===== src/hw/rtl/mcfp_pkg.sv =====
// ----------------------------------------------------------------------------
// mcfp_pkg
// Shared types, codes and frame layout of the motor command frame parser.
// ----------------------------------------------------------------------------
package mcfp_pkg;

  // Burst length that is decoded
  localparam int FRAME_BYTES = 12;
  // Number of bytes stored from the start of a burst
  localparam int STORE_DEPTH = 12;
  localparam int IDX_W       = $clog2(STORE_DEPTH);
  localparam int COUNT_W     = 7;
  localparam logic [COUNT_W-1:0] COUNT_MAX = {COUNT_W{1'b1}};

  // Input operation codes
  localparam logic OP_BYTE = 1'b0;
  localparam logic OP_IDLE = 1'b1;

  // Result status codes
  localparam logic [1:0] ST_LENGTH  = 2'd0;
  localparam logic [1:0] ST_HEADER  = 2'd1;
  localparam logic [1:0] ST_TRAILER = 2'd2;
  localparam logic [1:0] ST_APPLIED = 2'd3;

  // Value groups
  localparam logic [2:0] GRP_CHANGE = 3'd0;
  localparam logic [2:0] GRP_ANGLE  = 3'd1;
  localparam logic [2:0] GRP_SPEED  = 3'd2;
  localparam logic [2:0] GRP_TORQUE = 3'd3;
  localparam logic [2:0] GRP_NONE   = 3'd4;

  // Modes
  localparam logic [2:0] MODE_0 = 3'd0;
  localparam logic [2:0] MODE_1 = 3'd1;
  localparam logic [2:0] MODE_2 = 3'd2;
  localparam logic [2:0] MODE_3 = 3'd3;
  localparam logic [2:0] MODE_4 = 3'd4;

  // Header bytes
  localparam logic [7:0] HDR_CHANGE = 8'h00;
  localparam logic [7:0] HDR_ANGLE  = 8'h01;
  localparam logic [7:0] HDR_SPEED  = 8'h02;
  localparam logic [7:0] HDR_TORQUE = 8'h03;
  localparam logic [7:0] HDR_MODE_A = 8'h04;
  localparam logic [7:0] HDR_MODE_B = 8'h05;
  localparam logic [7:0] HDR_PIN    = 8'hFF;

  localparam logic [7:0] TRAILER    = 8'h0A;
  localparam int         HDR_IDX    = 0;
  localparam int         TRAIL_IDX  = 11;

  // Pin frame layout: level byte, flag byte and flag mask for each pin
  localparam int         NUM_PINS = 4;
  localparam logic [7:0] PIN_LOW  = 8'h00;
  localparam logic [7:0] PIN_HIGH = 8'h01;
  localparam int         PIN_LEVEL_IDX [NUM_PINS] = '{2, 4, 6, 8};
  localparam int         PIN_FLAG_IDX  [NUM_PINS] = '{10, 10, 9, 9};
  localparam logic [7:0] PIN_FLAG_MASK [NUM_PINS] = '{8'h01, 8'h10, 8'h01, 8'h10};

  typedef logic [STORE_DEPTH-1:0][7:0] frame_t;

  typedef struct packed {
    logic byte_wr;    // store and count one byte
    logic burst_end;  // idle event: decode and restart the count
  } burst_ctl_t;

  typedef struct packed {
    logic [1:0]         status;
    logic [2:0]         group;
    logic signed [15:0] value_a;
    logic signed [15:0] value_b;
    logic signed [15:0] value_c;
    logic signed [15:0] value_d;
    logic [2:0]         mode;
    logic [NUM_PINS-1:0] pin_levels;
  } result_t;

endpackage


===== src/hw/rtl/mcfp_in_if.sv =====
// ----------------------------------------------------------------------------
// mcfp_in_if
// Input channel: received bytes and line-idle events.
// ----------------------------------------------------------------------------
interface mcfp_in_if;
  logic       valid;
  logic       ready;
  logic       op;
  logic [7:0] data_byte;

  modport source (output valid, output op, output data_byte, input ready);
  modport sink   (input valid, input op, input data_byte, output ready);
endinterface


===== src/hw/rtl/mcfp_out_if.sv =====
// ----------------------------------------------------------------------------
// mcfp_out_if
// Result channel: one decode result per line-idle event.
// ----------------------------------------------------------------------------
interface mcfp_out_if;
  logic               valid;
  logic               ready;
  logic [1:0]         status;
  logic [2:0]         group;
  logic signed [15:0] value_a;
  logic signed [15:0] value_b;
  logic signed [15:0] value_c;
  logic signed [15:0] value_d;
  logic [2:0]         mode;
  logic [3:0]         pin_levels;

  modport source (output valid, output status, output group, output value_a,
                  output value_b, output value_c, output value_d, output mode,
                  output pin_levels, input ready);
  modport sink   (input valid, input status, input group, input value_a,
                  input value_b, input value_c, input value_d, input mode,
                  input pin_levels, output ready);
endinterface


===== src/hw/rtl/mcfp_burst.sv =====
// ----------------------------------------------------------------------------
// mcfp_burst
// Burst collector: stores the first bytes of a burst and counts its length.
// ----------------------------------------------------------------------------
module mcfp_burst (
  input  logic                          clk,
  input  logic                          rst_n,
  input  mcfp_pkg::burst_ctl_t          ctl,
  input  logic [7:0]                    wr_data,
  output mcfp_pkg::frame_t              frame,
  output logic [mcfp_pkg::COUNT_W-1:0]  count
);
  import mcfp_pkg::*;

  frame_t             frame_r;
  logic [COUNT_W-1:0] count_r;

  always_ff @(posedge clk) begin
    if (!rst_n) begin
      count_r <= '0;
    end else if (ctl.burst_end) begin
      count_r <= '0;
    end else if (ctl.byte_wr && (count_r != COUNT_MAX)) begin
      count_r <= count_r + COUNT_W'(1);
    end
  end

  // Bytes past the stored window are counted but dropped
  always_ff @(posedge clk) begin
    if (ctl.byte_wr && (count_r < COUNT_W'(STORE_DEPTH))) begin
      frame_r[count_r[IDX_W-1:0]] <= wr_data;
    end
  end

  assign frame = frame_r;
  assign count = count_r;

endmodule


===== src/hw/rtl/mcfp_decode.sv =====
// ----------------------------------------------------------------------------
// mcfp_decode
// Frame decoder: checks length and header, checks the trailer of value and
// pin frames, extracts values and keeps the mode and pin state.
// ----------------------------------------------------------------------------
module mcfp_decode (
  input  logic                          clk,
  input  logic                          rst_n,
  input  logic                          apply,
  input  mcfp_pkg::frame_t              frame,
  input  logic [mcfp_pkg::COUNT_W-1:0]  count,
  output mcfp_pkg::result_t             result
);
  import mcfp_pkg::*;

  logic [2:0]          mode_r;
  logic [2:0]          mode_nxt;
  logic [NUM_PINS-1:0] pins_r;
  logic [NUM_PINS-1:0] pins_nxt;
  logic [7:0]          hdr;
  logic                trailer_ok;
  logic                flag_set;
  logic [7:0]          level;

  always_comb begin
    hdr        = frame[HDR_IDX];
    trailer_ok = (frame[TRAIL_IDX] == TRAILER);
    mode_nxt   = mode_r;
    pins_nxt   = pins_r;
    flag_set   = 1'b0;
    level      = '0;
    result     = '0;
    result.status = ST_LENGTH;
    result.group  = GRP_NONE;

    if (count == COUNT_W'(FRAME_BYTES)) begin
      unique case (hdr) inside
        HDR_CHANGE, HDR_ANGLE, HDR_SPEED, HDR_TORQUE: begin
          if (trailer_ok) begin
            result.status  = ST_APPLIED;
            result.group   = hdr[2:0];
            result.value_a = $signed({frame[1], frame[2]});
            result.value_b = $signed({frame[3], frame[4]});
            result.value_c = $signed({frame[5], frame[6]});
            result.value_d = $signed({frame[7], frame[8]});
            case (hdr)
              HDR_CHANGE: mode_nxt = MODE_0;
              HDR_ANGLE:  mode_nxt = MODE_1;
              HDR_TORQUE: mode_nxt = MODE_2;
              default:    mode_nxt = mode_r;   // speed frame keeps the mode
            endcase
          end else begin
            result.status = ST_TRAILER;
          end
        end
        HDR_MODE_A: begin
          result.status = ST_APPLIED;
          mode_nxt      = MODE_3;
        end
        HDR_MODE_B: begin
          result.status = ST_APPLIED;
          mode_nxt      = MODE_4;
        end
        HDR_PIN: begin
          if (trailer_ok) begin
            result.status = ST_APPLIED;
            // clear on level 0 with flag clear, set on level 1 with flag set
            for (int i = 0; i < NUM_PINS; i++) begin
              level    = frame[PIN_LEVEL_IDX[i]];
              flag_set = |(frame[PIN_FLAG_IDX[i]] & PIN_FLAG_MASK[i]);
              if ((level == PIN_LOW) && !flag_set) begin
                pins_nxt[i] = 1'b0;
              end else if ((level == PIN_HIGH) && flag_set) begin
                pins_nxt[i] = 1'b1;
              end
            end
          end else begin
            result.status = ST_TRAILER;
          end
        end
        default: result.status = ST_HEADER;
      endcase
    end

    result.mode       = mode_nxt;
    result.pin_levels = pins_nxt;
  end

  always_ff @(posedge clk) begin
    if (!rst_n) begin
      mode_r <= MODE_0;
      pins_r <= '0;
    end else if (apply) begin
      mode_r <= mode_nxt;
      pins_r <= pins_nxt;
    end
  end

endmodule


===== src/hw/rtl/motor_command_frame_parser_unit.sv =====
// ----------------------------------------------------------------------------
// motor_command_frame_parser_unit
// Collects received bytes into bursts and decodes a motor command frame on
// each line-idle event.
// ----------------------------------------------------------------------------
// Usage:
//   in_ch carries one item per received byte (op = 0) or per line-idle event
//   (op = 1). Byte items produce no result; every idle item produces exactly
//   one result on out_ch: status, value group, four signed values, and the
//   mode and pin levels as they stand after the frame.
//   Path: an accepted idle item is held in the input register and is then
//   loaded into the result register, from which out_ch can take it (the
//   decoder between the input register and the result register is
//   combinational).
//   Throughput: one item per cycle, sustained while no result is held off;
//   the input register and the result register each hold one item.
//   Stall: while out_ch is held off, the result register keeps its item, the
//   input register can still take one more item (bytes keep flowing through
//   it), and in_ch.ready drops only once an idle item waits behind a held
//   result.
//   Reset (rst_n low, synchronous) empties both registers, clears the byte
//   count, the mode and the pin levels. Stored frame bytes are not cleared.
// ----------------------------------------------------------------------------
module motor_command_frame_parser_unit (
  input  logic          clk,
  input  logic          rst_n,
  mcfp_in_if.sink       in_ch,
  mcfp_out_if.source    out_ch
);
  import mcfp_pkg::*;

  logic               s1_valid_r;
  logic               s1_op_r;
  logic [7:0]         s1_byte_r;
  logic               out_valid_r;
  result_t            out_item_r;
  logic               out_free;
  logic               s1_adv;
  logic               in_take;
  burst_ctl_t         burst_ctl;
  frame_t             frame;
  logic [COUNT_W-1:0] count;
  result_t            result;

  assign out_free = !out_valid_r || out_ch.ready;
  // A byte never waits on the result side
  assign s1_adv   = s1_valid_r && ((s1_op_r == OP_BYTE) || out_free);
  assign in_ch.ready = !s1_valid_r || s1_adv;
  assign in_take  = in_ch.valid && in_ch.ready;

  always_ff @(posedge clk) begin
    if (!rst_n) begin
      s1_valid_r <= 1'b0;
    end else if (in_take) begin
      s1_valid_r <= 1'b1;
    end else if (s1_adv) begin
      s1_valid_r <= 1'b0;
    end
  end

  always_ff @(posedge clk) begin
    if (in_take) begin
      s1_op_r   <= in_ch.op;
      s1_byte_r <= in_ch.data_byte;
    end
  end

  assign burst_ctl.byte_wr   = s1_adv && (s1_op_r == OP_BYTE);
  assign burst_ctl.burst_end = s1_adv && (s1_op_r == OP_IDLE);

  mcfp_burst u_burst (
    .clk     (clk),
    .rst_n   (rst_n),
    .ctl     (burst_ctl),
    .wr_data (s1_byte_r),
    .frame   (frame),
    .count   (count)
  );

  mcfp_decode u_decode (
    .clk    (clk),
    .rst_n  (rst_n),
    .apply  (burst_ctl.burst_end),
    .frame  (frame),
    .count  (count),
    .result (result)
  );

  always_ff @(posedge clk) begin
    if (!rst_n) begin
      out_valid_r <= 1'b0;
    end else if (burst_ctl.burst_end) begin
      out_valid_r <= 1'b1;
    end else if (out_ch.ready) begin
      out_valid_r <= 1'b0;
    end
  end

  always_ff @(posedge clk) begin
    if (burst_ctl.burst_end) begin
      out_item_r <= result;
    end
  end

  assign out_ch.valid      = out_valid_r;
  assign out_ch.status     = out_item_r.status;
  assign out_ch.group      = out_item_r.group;
  assign out_ch.value_a    = out_item_r.value_a;
  assign out_ch.value_b    = out_item_r.value_b;
  assign out_ch.value_c    = out_item_r.value_c;
  assign out_ch.value_d    = out_item_r.value_d;
  assign out_ch.mode       = out_item_r.mode;
  assign out_ch.pin_levels = out_item_r.pin_levels;

endmodule


===== src/flat_wrapper.sv =====
// flat-port wrapper written by rule: the top's interface ports become plain ports
module motor_command_frame_parser_unit_flat import mcfp_pkg::*;
  (clk, rst_n, in_ch_valid, in_ch_op, in_ch_data_byte, in_ch_ready, out_ch_valid, out_ch_status, out_ch_group, out_ch_value_a, out_ch_value_b, out_ch_value_c, out_ch_value_d, out_ch_mode, out_ch_pin_levels, out_ch_ready);
  mcfp_in_if in_ch_i ();
  mcfp_out_if out_ch_i ();
  input  logic clk;
  input  logic rst_n;
  input wire logic [$bits(in_ch_i.valid)-1:0] in_ch_valid;
  input wire logic [$bits(in_ch_i.op)-1:0] in_ch_op;
  input wire logic [$bits(in_ch_i.data_byte)-1:0] in_ch_data_byte;
  output wire logic [$bits(in_ch_i.ready)-1:0] in_ch_ready;
  output wire logic [$bits(out_ch_i.valid)-1:0] out_ch_valid;
  output wire logic [$bits(out_ch_i.status)-1:0] out_ch_status;
  output wire logic [$bits(out_ch_i.group)-1:0] out_ch_group;
  output wire logic [$bits(out_ch_i.value_a)-1:0] out_ch_value_a;
  output wire logic [$bits(out_ch_i.value_b)-1:0] out_ch_value_b;
  output wire logic [$bits(out_ch_i.value_c)-1:0] out_ch_value_c;
  output wire logic [$bits(out_ch_i.value_d)-1:0] out_ch_value_d;
  output wire logic [$bits(out_ch_i.mode)-1:0] out_ch_mode;
  output wire logic [$bits(out_ch_i.pin_levels)-1:0] out_ch_pin_levels;
  input wire logic [$bits(out_ch_i.ready)-1:0] out_ch_ready;
  assign in_ch_i.valid = in_ch_valid;
  assign in_ch_i.op = in_ch_op;
  assign in_ch_i.data_byte = in_ch_data_byte;
  assign in_ch_ready = in_ch_i.ready;
  assign out_ch_valid = out_ch_i.valid;
  assign out_ch_status = out_ch_i.status;
  assign out_ch_group = out_ch_i.group;
  assign out_ch_value_a = out_ch_i.value_a;
  assign out_ch_value_b = out_ch_i.value_b;
  assign out_ch_value_c = out_ch_i.value_c;
  assign out_ch_value_d = out_ch_i.value_d;
  assign out_ch_mode = out_ch_i.mode;
  assign out_ch_pin_levels = out_ch_i.pin_levels;
  assign out_ch_i.ready = out_ch_ready;
  motor_command_frame_parser_unit u_core (.clk(clk), .rst_n(rst_n), .in_ch(in_ch_i), .out_ch(out_ch_i));
endmodule

===== config.mk =====
export PLATFORM = sky130hd
export DESIGN_NAME = motor_command_frame_parser_unit_flat
export DESIGN_NICKNAME = d
export VERILOG_FILES = /design/src/hw/rtl/mcfp_pkg.sv /design/src/hw/rtl/mcfp_in_if.sv /design/src/hw/rtl/mcfp_out_if.sv /design/src/hw/rtl/mcfp_burst.sv /design/src/hw/rtl/mcfp_decode.sv /design/src/hw/rtl/motor_command_frame_parser_unit.sv /design/src/flat_wrapper.sv
export SDC_FILE = /design/constraint.sdc
export NUM_CORES = 1
export LEC_CHECK = 0
export ABC_CLOCK_PERIOD_IN_PS = 3600
export BUFFER_PORTS_ARGS = -buffer_cell sky130_fd_sc_hd__clkbuf_2
export CORE_UTILIZATION = 57
export CTS_CLUSTER_DIAMETER = 50
export DETAILED_ROUTE_END_ITERATION = 10
export GPL_TIMING_DRIVEN = 0
export PLACE_DENSITY = 0.79
export SETUP_SLACK_MARGIN = 0.4
export SYNTH_ARGS = -nofsm -noshare
export SYNTH_HDL_FRONTEND = slang
export SYNTH_SLANG_ARGS = --single-unit

===== constraint.sdc =====
create_clock -name clk -period 3.6 [get_ports clk]
set_input_delay 0.72 -clock clk [delete_from_list [all_inputs] [get_ports clk]]
set_output_delay 0.72 -clock clk [all_outputs]
set_load 0.03 [all_outputs]

After elaboration in Yosys (flattened, before gate mapping) --
Cells that the tools add are included.
Operators by class: reduce and logical (&&, ||, !) cells 36, bitwise logic cells 2, equal/unequal tests 13, multiplexer cells 24, $add $sub $neg 1, magnitude comparators 3
Operator list (count):
- $bwmux W96 | 1
- $eq A8 B1 Y1 const B | 5
- $logic_not A8 Y1 | 5
- $demux W8 S4 | 1
- $pmux W3 S3 | 2
- $eq A8 B2 Y1 const B | 2
- $eq A8 B3 Y1 const B | 2
- $logic_and A1 B1 Y1 | 15
- $mux W1 | 13
- $mux W4 | 3
- $eq A8 B4 Y1 const B | 1
- $eq A8 B8 Y1 const B | 1
- $mux W8 | 1
- $add A7 B1 Y7 const B | 1
- $eq A7 B4 Y1 const B | 1
- $lt A7 B4 Y1 const B | 1
- $ne A7 B7 Y1 const B | 1
- $logic_not A1 Y1 | 6
- $mux W3 | 2
- $lt A4 B5 Y1 const B | 1
- $reduce_or A5 Y1 | 1
- $ge A4 B1 Y1 const B | 1
- $pmux W2 S2 | 1
- $reduce_bool A2 Y1 | 2
- other kinds (5) | 9
Word-level totals: bits in registers 197, bits of input ports 13, output and inout bits 78, word-level logic and storage cells 106

Longest topological paths before layout --
depth in word-level cells 7, depth in mapped cells 7, gate-level depth less buffers 6

Hierarchy --
A second synthesis with hierarchy kept.
Unflattened totals: cells, all modules 447, area, all modules 7350.8 um2
By module, submodules not included:
- mcfp_burst | area each 3415.8 um2, cells each 160, seq. area each 3022.9 um2, times used 1
- motor_command_frame_parser_unit | area each 2666.3 um2, cells each 96, seq. area each 2592.5 um2, times used 1
- mcfp_decode | area each 1268.7 um2, cells each 191, seq. area each 140.1 um2, times used 1

Least setup slack after synthesis --
No wires, ideal clock.
kind input -> register, start point input port out_ch_ready, end point register u_core.out_item_r, in the netlist u_core.out_ch.group[0] (enable), stages on the path 3, required time 3.170 ns, library setup time 0.430 ns, arrival time 2.479 ns, path slack 0.691 ns, path buffers 0, cells stage by stage nand2b_1 > nand3_1 > inv_1
On the way: cells in the longest elaborated chain, start to end 4
Ends and longest elaborated chain:
- from (decl) | line flat_wrapper.sv:21 | input wire logic [$bits(out_ch_i.ready)-1:0] out_ch_ready;
- $logic_or A1 B1 Y1 | line motor_command_frame_parser_unit.sv:45 | assign out_free = !out_valid_r || out_ch.ready;
- $logic_or A1 B1 Y1 | line motor_command_frame_parser_unit.sv:47 | assign s1_adv = s1_valid_r && ((s1_op_r == OP_BYTE) || out_free);
- $logic_and A1 B1 Y1 | line motor_command_frame_parser_unit.sv:47
- $logic_and A1 B1 Y1 | line motor_command_frame_parser_unit.sv:69 | assign burst_ctl.burst_end = s1_adv && (s1_op_r == OP_IDLE);
- named net u_core.u_decode.apply | line mcfp_decode.sv:9 | input logic apply,
- to (signal assigned) | line motor_command_frame_parser_unit.sv:101 | out_item_r <= result;
- to (decl) | line motor_command_frame_parser_unit.sv:36 | result_t out_item_r;
The timed path passes the listed nets, and every way through them passes these cells. A chain may end at the register's enable or synchronous reset.

Worst setup path in the final report --
start point register u_core.out_valid_r (netlist: u_core.out_ch.valid), end point output port in_ch_ready
On the way: cells in the longest elaborated chain, start to end 5
Ends and longest elaborated chain:
- from (decl) | line motor_command_frame_parser_unit.sv:35 | logic out_valid_r;
- from (signal assigned) | line motor_command_frame_parser_unit.sv:91 | out_valid_r <= 1'b0;
- from (signal assigned) | line motor_command_frame_parser_unit.sv:93 | out_valid_r <= 1'b1;
- from (signal assigned) | line motor_command_frame_parser_unit.sv:95 | out_valid_r <= 1'b0;
- $logic_not A1 Y1 | line motor_command_frame_parser_unit.sv:45
- $logic_or A1 B1 Y1 | line motor_command_frame_parser_unit.sv:45
- $logic_or A1 B1 Y1 | line motor_command_frame_parser_unit.sv:47
- $logic_and A1 B1 Y1 | line motor_command_frame_parser_unit.sv:47
- $logic_or A1 B1 Y1 | line motor_command_frame_parser_unit.sv:48 | assign in_ch.ready = !s1_valid_r || s1_adv;
- to (decl) | line flat_wrapper.sv:11 | output wire logic [$bits(in_ch_i.ready)-1:0] in_ch_ready;
Every way passes these cells.

==> impl_results.md <==
* Layout cells sized above 1 at between 20% and 30%
* Row count at 40
* WP data required at ~2900 ps
* Worst setup path category: register to output pin
* Most frequent cells in the layout: edfxtp_1, clkbuf_2, and2_1
* Clock-pin slew on the worst setup and hold paths at roughly 60 ps
* Power Dens Cells at about 540 nW/um^2
* Drt first pass iters at 5
* Most used DFF post-synth: edfxtp_1
* Final-report hold violation count at 0
* # DRC at 0
* Hold Path Cell Cnt at 1
* HPWL after DPL at 8.73 mm
* Place WS at ~1000 ps
* GRT overflow at 0
* Post-Syn Nets at ~470
* TritonCTS clock tree: done
* Vias at ~4200
* Largest net degree at the start of global routing at 78
* Syn avg cell area at 15.6 sq um
* Mapped cell area at just over 7000 sq um
* Hold Crit Class: input pin to register
* Unrepaired setup endpoints after global routing: false
* Critical Path AT at 1900 ps
* Reg2Reg Depth at 4
* Seq cells post-synth at roughly 190
* Area of the core at about 12000 sq um
* Final core occ at just under 70%
* Slew @ Worst Pin at between 1000 and 1500 ps
* Setup crit end kind: output pin
* Lkg Pwr at 2.93 nW
* Final WS setup at approximately 980 ps
* Die X at about 110 um
* Post-Route WL at between 10 and 15 mm
* Worst Hold End: u_core.s1_op_r
* Rel. slew slack at between 20% and 30%
* CTS HTree Levels at 4
* Total CTS buffers at 17
* P&R area growth vs syn at 19.0%
* Initial core utilization at around three fifths
* RePlAce Congestion at 0.863
* Wirelength per Cell at 17.9 um
* Antenna viol nets, final at 0
* Ant. Diodes at 0
* Port buffer count at 90
* Post_cts resized at 0
* First DRT Iteration DRCs at roughly 360
* CTS Buffer Depth at 2
* RR Startpoint: u_core.s1_op_r
* Unique cell type count in the Yosys netlist at between 40 and 50
* Crit share post-route at 72.9%
* Top Ports at 91
* Sum of negative setup slack at 0 ps
* Share of the yosys chip area belonging to registers at between 70% and 80%
* CTS Sinks at 185
* Ys async rst share at 0%
* Final Skew at about 8.0 ps
* Initial antenna violation count at 0
* Worst Hold Launch: in_ch_op
* Avg Vias per Cell at between 5 and 6
* GRT Overall Usage at 22.3%
* Most common cell after layout, fill and taps aside: edfxtp_1
* Status: complete, no violations
* YS warnings at 0
* Crit start category: register
* Worst Hold Slack at 458 ps
* Peak VDD IR at between 0.2 and 0.3 mV
* Max-slew violation count at 0
* Die height at roughly 110 um
* Period minus WS final at 2620 ps
* Max-cap viol count at 0
* Flop2flop setup slack at ~1200 ps
* Clk Latency, worst-skew pair at 430 ps
* Reg-to-Reg End: u_core.u_burst.frame[89]
* # Post-CTS Setup Buffers at 0
* Max FO, Critical Path at 10
* Hold buffer count at CTS at 0
* Fin nets at between 500 and 600
* Global-route wire length before repair at about 21 mm
* Post-synth EDFFs at 169
* Worst Setup SP: u_core.out_ch.valid
* Die footprint at roughly 13000 sq um
* # setup viols final at 0
* Vias in the first global route at 3952
* Maximum clock rate at 381 MHz
* Post-Syn Instances at approximately 450
* Clock root cell: clkbuf_16
[synthesized netlist by cell type, types with 3 or more instances]
cell type,n,area (sq um)
edfxtp_1,169,5070
inv_1,20,75.1
clkbuf_1,6,22.5
nor2_1,10,37.5
a21oi_1,11,55.1
nand3_1,6,30.0
o41ai_1,4,35.0
nand2_1,23,86.3
or4_1,4,30.0
and2_1,71,444
or3_1,3,18.8
o21ai_0,11,55.1
nor4_1,21,131
a41oi_1,4,35.0
nor3_1,6,30.0
dfxtp_1,16,320
ha_1,4,50.1
buf_6,6,67.6
nand4_1,9,56.3
and4_1,5,43.8
a31oi_1,5,31.3
[flip-flops by register name (all words and copies together), names as in the netlist, 4 cells and up]
signal	cells
u_core.out_ch.pin_levels	4
u_core.out_ch.value_d	16
u_core.u_burst.count	7
u_core.out_ch.value_b	16
u_core.out_ch.value_a	16
u_core.u_burst.frame	84
u_core.s1_byte_r	8
u_core.u_decode.pins_r	4
u_core.out_ch.value_c	16
[cell type report]
| cell class | count | area, sq um |
|---|---|---|
| Clock buffer | 19 | 433 |
| Inverter | 20 | 77.6 |
| Fill cell | 789 | 3660 |
| Timing Repair Buffer | 91 | 455 |
| Clock inverter | 13 | 223 |
| Buffer | 14 | 100 |
| Multi-Input combinational cell | 232 | 1510 |
| Sequential cell | 185 | 5400 |
| Tap cell | 168 | 210 |
[power breakdown]
part | switching, mW | internal [mW]
Clock | 0.735 | 1.30
Sequential | 0.0329 | 2.37
Combinational | 0.0857 | 0.0250
Total | 0.853 | 3.69
[routing by layer]
metal / global-route usage [%] / vias up / routed length (um)
li1: - / 1941 / -
met1: 27.6 / 2011 / 5520
met2: 35.3 / 176 / 6500
met3: 6.48 / 36 / 815
met4: 12.8 / 0 / 455
met5: 0 / - / 0
[through the flow]
stage | std cells | power (mW) | cell area (sq um)
finish | 742 | 4.54 | 8400
CTS | 742 | 4.57 | 8390
global route | 742 | 4.67 | 8400
global placement | 709 | 2.56 | 7720
floorplan | 451 | 2.51 | 7060
detailed placement | 710 | 2.56 | 7740
[cells by family (layout without fill, tap and decap cells)]
| kind of cell | Yosys count | in the layout | share of synthesized area [%] |
|---|---|---|---|
| compound gates | 47 | 47 | 4.33 |
| xor+xnor | 2 | 2 | 0.248 |
| fa+ha+maj | 4 | 4 | 0.709 |
| buf+inv | 34 | 157 | 2.48 |
| flops | 185 | 185 | 76.4 |
| mux | 1 | 1 | 0.142 |
| simple gates | 178 | 178 | 15.7 |
[critical path, cell delays in order (launching register included)]
cell,delay [ps]
dfxtp_1,340
nor2b_1,270
clkbuf_1,480
nand3_1,170
clkbuf_2,210
[worst max path at each step]
stage	endpoint	depth (start not counted)	slack, ps
after global routing	in_ch_ready	4	930
after global placement	u_core.out_ch.value_a[8]	4	-80
after detailed placement	in_ch_ready	5	1040
after floorplan	u_core.out_ch.group[0]	3	690
final	in_ch_ready	4	980
after CTS	in_ch_ready	4	1010
(Power assumes the default switching activity.)
